==> src/rtl/core/bre_pkg.sv <==
// ----------------------------------------------------------------------------
// bre_pkg
// Shared types and constants for the breadth-first reachability engine.
// ----------------------------------------------------------------------------
package bre_pkg;

    localparam int VCOUNT_W = 9;
    localparam int VERTEX_W = 8;
    localparam int COUNT_W  = 8;
    localparam int STATUS_W = 2;

    localparam int DEF_MAX_VERTICES = 256;
    localparam int DEF_MAX_DEGREE   = 8;

    localparam logic [VCOUNT_W-1:0] VCOUNT_RESET = 9'd256;

    localparam logic FUNC_ADD_EDGE = 1'b0;
    localparam logic FUNC_SEARCH   = 1'b1;

    localparam logic [STATUS_W-1:0] STATUS_OK    = 2'd0;
    localparam logic [STATUS_W-1:0] STATUS_FULL  = 2'd1;
    localparam logic [STATUS_W-1:0] STATUS_RANGE = 2'd2;

    typedef struct packed {
        logic                func;
        logic [VERTEX_W-1:0] from_vertex;
        logic [VERTEX_W-1:0] to_vertex;
        logic [VERTEX_W-1:0] source_vertex;
    } bre_in_t;

    typedef struct packed {
        logic [COUNT_W-1:0]  reached_count;
        logic [STATUS_W-1:0] status;
    } bre_out_t;

    // controller to datapath
    typedef struct packed {
        logic clr_init;
        logic load;
        logic set_oor;
        logic edge_rd;
        logic edge_wr;
        logic start;
        logic pop;
        logic deg_rd;
        logic nb_init;
        logic nb_rd;
        logic vis_rd;
        logic visit;
        logic clr_rd;
        logic clr_wr;
        logic out_load;
    } bre_cmd_t;

    // datapath to controller
    typedef struct packed {
        logic init_done;
        logic item_func;
        logic item_oor;
        logic queue_empty;
        logic nb_done;
        logic w_oor;
        logic clr_done;
        logic out_free;
    } bre_sts_t;

endpackage

==> src/rtl/core/bre_ctrl.sv <==
// ----------------------------------------------------------------------------
// bre_ctrl
// Sequencer for the reset sweep, edge loading, search walk, visited clear and result hand-off.
// ----------------------------------------------------------------------------
module bre_ctrl
    import bre_pkg::*;
(
    input  logic     clk,
    input  logic     rst_n,
    input  logic     in_valid,
    output logic     in_stall,
    input  bre_sts_t sts,
    output bre_cmd_t cmd
);

    localparam logic [3:0] ST_INIT     = 4'd0;
    localparam logic [3:0] ST_IDLE     = 4'd1;
    localparam logic [3:0] ST_DISPATCH = 4'd2;
    localparam logic [3:0] ST_EDGE_WR  = 4'd3;
    localparam logic [3:0] ST_POP      = 4'd4;
    localparam logic [3:0] ST_POP_WAIT = 4'd5;
    localparam logic [3:0] ST_DEG_WAIT = 4'd6;
    localparam logic [3:0] ST_NB_RD    = 4'd7;
    localparam logic [3:0] ST_NB_WAIT  = 4'd8;
    localparam logic [3:0] ST_VIS_WAIT = 4'd9;
    localparam logic [3:0] ST_CLR_RD   = 4'd10;
    localparam logic [3:0] ST_CLR_WR   = 4'd11;
    localparam logic [3:0] ST_DONE     = 4'd12;

    logic [3:0] state_reg, state_next;

    assign in_stall = state_reg != ST_IDLE;

    always_comb
    begin
        cmd        = '0;
        state_next = state_reg;
        case (state_reg)
            ST_INIT:
            begin
                cmd.clr_init = 1'b1;
                if (sts.init_done)
                begin
                    state_next = ST_IDLE;
                end
            end
            ST_IDLE:
            begin
                if (in_valid)
                begin
                    cmd.load   = 1'b1;
                    state_next = ST_DISPATCH;
                end
            end
            ST_DISPATCH:
            begin
                if (sts.item_oor)
                begin
                    cmd.set_oor = 1'b1;
                    state_next  = ST_DONE;
                end
                else if (sts.item_func == FUNC_SEARCH)
                begin
                    cmd.start  = 1'b1;
                    state_next = ST_POP;
                end
                else
                begin
                    cmd.edge_rd = 1'b1;
                    state_next  = ST_EDGE_WR;
                end
            end
            ST_EDGE_WR:
            begin
                cmd.edge_wr = 1'b1;
                state_next  = ST_DONE;
            end
            ST_POP:
            begin
                if (sts.queue_empty)
                begin
                    state_next = ST_CLR_RD;
                end
                else
                begin
                    cmd.pop    = 1'b1;
                    state_next = ST_POP_WAIT;
                end
            end
            ST_POP_WAIT:
            begin
                cmd.deg_rd = 1'b1;
                state_next = ST_DEG_WAIT;
            end
            ST_DEG_WAIT:
            begin
                cmd.nb_init = 1'b1;
                state_next  = ST_NB_RD;
            end
            ST_NB_RD:
            begin
                if (sts.nb_done)
                begin
                    state_next = ST_POP;
                end
                else
                begin
                    cmd.nb_rd  = 1'b1;
                    state_next = ST_NB_WAIT;
                end
            end
            ST_NB_WAIT:
            begin
                if (sts.w_oor)
                begin
                    state_next = ST_NB_RD;
                end
                else
                begin
                    cmd.vis_rd = 1'b1;
                    state_next = ST_VIS_WAIT;
                end
            end
            ST_VIS_WAIT:
            begin
                cmd.visit  = 1'b1;
                state_next = ST_NB_RD;
            end
            ST_CLR_RD:
            begin
                if (sts.clr_done)
                begin
                    state_next = ST_DONE;
                end
                else
                begin
                    cmd.clr_rd = 1'b1;
                    state_next = ST_CLR_WR;
                end
            end
            ST_CLR_WR:
            begin
                cmd.clr_wr = 1'b1;
                state_next = ST_CLR_RD;
            end
            ST_DONE:
            begin
                if (sts.out_free)
                begin
                    cmd.out_load = 1'b1;
                    state_next   = ST_IDLE;
                end
            end
            default:
            begin
                state_next = ST_INIT;
            end
        endcase
    end

    always_ff @(posedge clk or negedge rst_n)
    begin
        if (!rst_n)
        begin
            state_reg <= ST_INIT;
        end
        else
        begin
            state_reg <= state_next;
        end
    end

endmodule

==> config.mk <==
export PLATFORM = sky130hd
export DESIGN_NAME = bre_ctrl
export DESIGN_NICKNAME = d
export VERILOG_FILES = /design/src/rtl/core/bre_pkg.sv /design/src/rtl/core/bre_ctrl.sv
export SDC_FILE = /design/constraint.sdc
export NUM_CORES = 1
export LEC_CHECK = 0
export ABC_CLOCK_PERIOD_IN_PS = 1500
export BUFFER_PORTS_ARGS = -buffer_cell sky130_fd_sc_hd__buf_2
export CAP_MARGIN = 30
export CORE_AREA = 8 8 45 47
export DETAILED_ROUTE_END_ITERATION = 8
export DIE_AREA = 0 0 53 55
export PLACE_DENSITY_LB_ADDON = 0.05
export SYNTH_ARGS = -nofsm -noshare
export SYNTH_HDL_FRONTEND = slang
export SYNTH_SLANG_ARGS = --single-unit
==> constraint.sdc <==
create_clock -name clk -period 1.5 [get_ports clk]
set_input_delay 0.3 -clock clk [delete_from_list [all_inputs] [get_ports clk]]
set_output_delay 0.3 -clock clk [all_outputs]
set_load 0.01 [all_outputs]
==> impl_summary.log <==
INFO  metric status = finished with violations
INFO  metric violations = setup timing
INFO  metric final_util = 63.2%
INFO  metric crit_chain = buf_4, buf_4, nor4_4, buf_2
INFO  metric rsz0062_at_grt = true
INFO  metric worst_clock_skew = 0.000177 ns
INFO  metric arrival_time_worst_endpoint = 1.29 ns
INFO  metric yosysWarningCount = 0
INFO  metric place_area = ~700 sq um
INFO  metric start_util = 35.9%
INFO  metric dr.first_iter.drc_count = 21
INFO  metric tritoncts.num_buffers = 3
INFO  metric critical-path-slowest-cell = dfrtp_2
INFO  metric critical_path_peak_fanout = 7
INFO  metric detail_route.wl_per_cell = 14.4 microns
INFO  metric cts_num_sinks = 4
INFO  metric grt_pass1_vias = about 670
INFO  metric finish.net_count = 127
INFO  metric drt.antenna.violating_nets = 0
INFO  metric die_area = approximately 2900 sq um
INFO  metric clk_path_buf_depth = 2
INFO  metric crit_family = buffers and inverters
INFO  metric crit_top_cell = buf_4
INFO  metric slew_viol_final = 0
INFO  metric ctsRootBufferMaster = clkbuf_4
INFO  metric synth-seq-area-share = 20.2%
INFO  metric global_route_total_usage_across_every_layer = 12.9%
INFO  metric die_w = between 50 and 60 microns
INFO  metric routed_wirelength = approximately 1900 microns
INFO  metric largest_register_ffs = 4
INFO  metric postSynthRegisterBits = 4
INFO  metric grt_max_degree = 9
INFO  metric timing.final.ws_setup = -0.0884 ns
INFO  metric p_per_area = 2040 nW/um^2
INFO  metric buffers_and_inverters_on_the_worst_path = 3
INFO  metric finalSetupViolCount = 13
INFO  metric hold_viol = 0
INFO  metric clock_latency = 0.23 ns
INFO  metric critical_path.endpoint_type = primary output
INFO  metric cp.depth = 4
INFO  metric reg2reg_setup_slack = 0 ns
INFO  metric dieHeight = around 55 microns
INFO  metric cap_violations = 0
INFO  metric synth_unique_cells = 33
INFO  metric place_congestion = around 0.83
INFO  metric fin_crit_sh = 106%
INFO  metric synthesis.nets = 79
INFO  metric vias = 694
INFO  metric timing.critical_path.slowest_cell_delay = 0.44 ns
INFO  metric avgViaCountPerCell = 5.34
INFO  metric final.min_clock_period = approximately 1.6 ns
INFO  metric p_leak = 0.427 nW
INFO  metric globalRoute.totalOverflow = 0
INFO  metric max_slew.worst_pin.slew = approximately 0.25 ns
INFO  metric min_delay_path_depth = 2
INFO  metric area_growth = 76.1%
INFO  metric final_cell_area = 875 sq um
INFO  metric tritoncts = built
INFO  metric wire_length_of_the_first_global_routing_pass = 2910 microns
INFO  metric post_synth_inst_count = 68
INFO  metric hold_path.class = primary input to flip-flop
INFO  metric clkSlewWorstSetupHoldPaths = ~0.03 ns
INFO  metric critPathRequiredTime = 1.20 ns
INFO  metric fmaxAchievable = approximately 630 MHz
INFO  metric grt_antenna_before_repair = 0
INFO  metric io_buf_count = 26
INFO  metric layout_cell_share_with_drive_strength_beyond_1 = between 60% and 70%
INFO  metric fp.coreArea = 1380 sq um
INFO  metric r2r.worst_path.cells = 6
INFO  metric placementRows = 14
INFO  metric ctsHtreeMaxLevel = 1
INFO  metric timing.critical_path.from_type = flip-flop
INFO  metric slew_headroom = 83.4%
INFO  metric vdd_ir_drop_max = about 0.0011 V
INFO  metric mappedNetlistArea = 497 sq um
INFO  metric antenna_cells = 0
INFO  metric criticalPathCategory = flip-flop to primary output
INFO  metric fin_total_pwr = ~1.8 mW
INFO  metric dr.pass1.iters = 4
INFO  metric drt_drc_violations_left = 0
INFO  metric hpwl = 1340 microns
INFO  metric syn_avg_cell_area = 7.30 sq um
INFO  metric num_io_pins = 27
## routing by layer
metal  vias to the layer above  global-route usage, %  part of all wire, %
li1                        345                      -                    -
met1                       322                   13.5                   38
met2                        25                   24.8                   53
met3                         2                   1.60                  7.8
met4                         0                   6.47                 0.37
met5                         -                      0                    0
## cell type report
cell class / instances / area (sq um)
Clock buffer: 3 / 22.5
Multi-Input combinational cell: 59 / 422
Fill cell: 131 / 509
Sequential cell: 4 / 105
Inverter: 1 / 3.75
Tap cell: 16 / 20.0
Timing Repair Buffer: 47 / 302
## path summary, 6_finish.rpt
check | startpoint | end
worst max-delay path | state_reg[0]$_DFFE_PN0P_ | cmd[14]
worst min-delay path | in_valid | state_reg[0]$_DFFE_PN0P_
worst max register to register | state_reg[3]$_DFFE_PN0P_ | state_reg[0]$_DFFE_PN0P_
worst min register to register | state_reg[2]$_DFFE_PN0P_ | state_reg[2]$_DFFE_PN0P_
max in group asynchronous | rst_n | state_reg[1]$_DFFE_PN0P_
min in group asynchronous | rst_n | state_reg[0]$_DFFE_PN0P_
## logic make-up (layout without fill, tap and decap cells)
logic type / Yosys count / count (layout) / synth area share [%]
simple gates: 40 / 40 / 43.8
buf+inv: 5 / 51 / 7.05
compound gates: 19 / 19 / 29.0
flops: 4 / 4 / 20.2
## Yosys cell counts, drive strengths merged
| master | n | area share (%) |
|---|---|---|
| a31oi | 1 | 1.3 |
| o32a | 1 | 2.0 |
| o2bb2ai | 1 | 1.8 |
| o2111ai | 1 | 1.8 |
| o221ai | 1 | 1.8 |
| or2b | 1 | 1.5 |
| nand2 | 7 | 5.3 |
| a211oi | 3 | 5.5 |
| o22ai | 1 | 1.3 |
| a21boi | 1 | 1.5 |
| o21bai | 1 | 1.5 |
| a21oi | 4 | 4.8 |
| inv | 1 | 0.75 |
| nor3 | 5 | 6.0 |
| buf | 4 | 6.3 |
| and3 | 2 | 2.5 |
| nand2b | 3 | 3.8 |
| o21ai | 2 | 2.0 |
| a32o | 1 | 2.0 |
| a211o | 1 | 1.8 |
| and2b | 3 | 4.5 |
| dfrtp | 4 | 20 |
| nor2 | 14 | 11 |
| nor3b | 2 | 4.0 |
| nor4 | 3 | 5.0 |
## power by group
part / internal [mW] / switching, mW
Combinational: 0.707 / 0.669
Sequential: 0.175 / 0.110
Clock: 0.0890 / 0.0365
## stage by stage
stage | hold WS [ns] | std cells | TNS, ns | worst slack (ns)
2_1_floorplan | 0.00441 | 68 | 0 | 0.0690
3_3_place_gp | 0.107 | 117 | 0 | 0.0531
3_5_place_dp | 0.104 | 117 | 0 | 0.0586
4_1_cts | 0.290 | 126 | -0.799 | -0.0960
5_1_grt | 0.320 | 130 | -1.36 | -0.131
6_report | 0.301 | 130 | -0.554 | -0.0884
## cells in the final DEF, fill, tap and decap left out, drive strengths merged, types with 4 or more instances in the layout
cell type	n
a21oi	4
buf	46
dfrtp	4
nand2	7
nor2	14
nor3	5
## repair_timing
item / CTS / global route
gates resized for setup: 13 / 7
hold buffers: 1 / 0
pin swaps: 3 / 0
endpoints found under the setup margin: 16 / 17
endpoints found under the hold margin: 4 / 0
setup buffers: 5 / 4
Note: power is estimated with default switching activity, not from simulation.
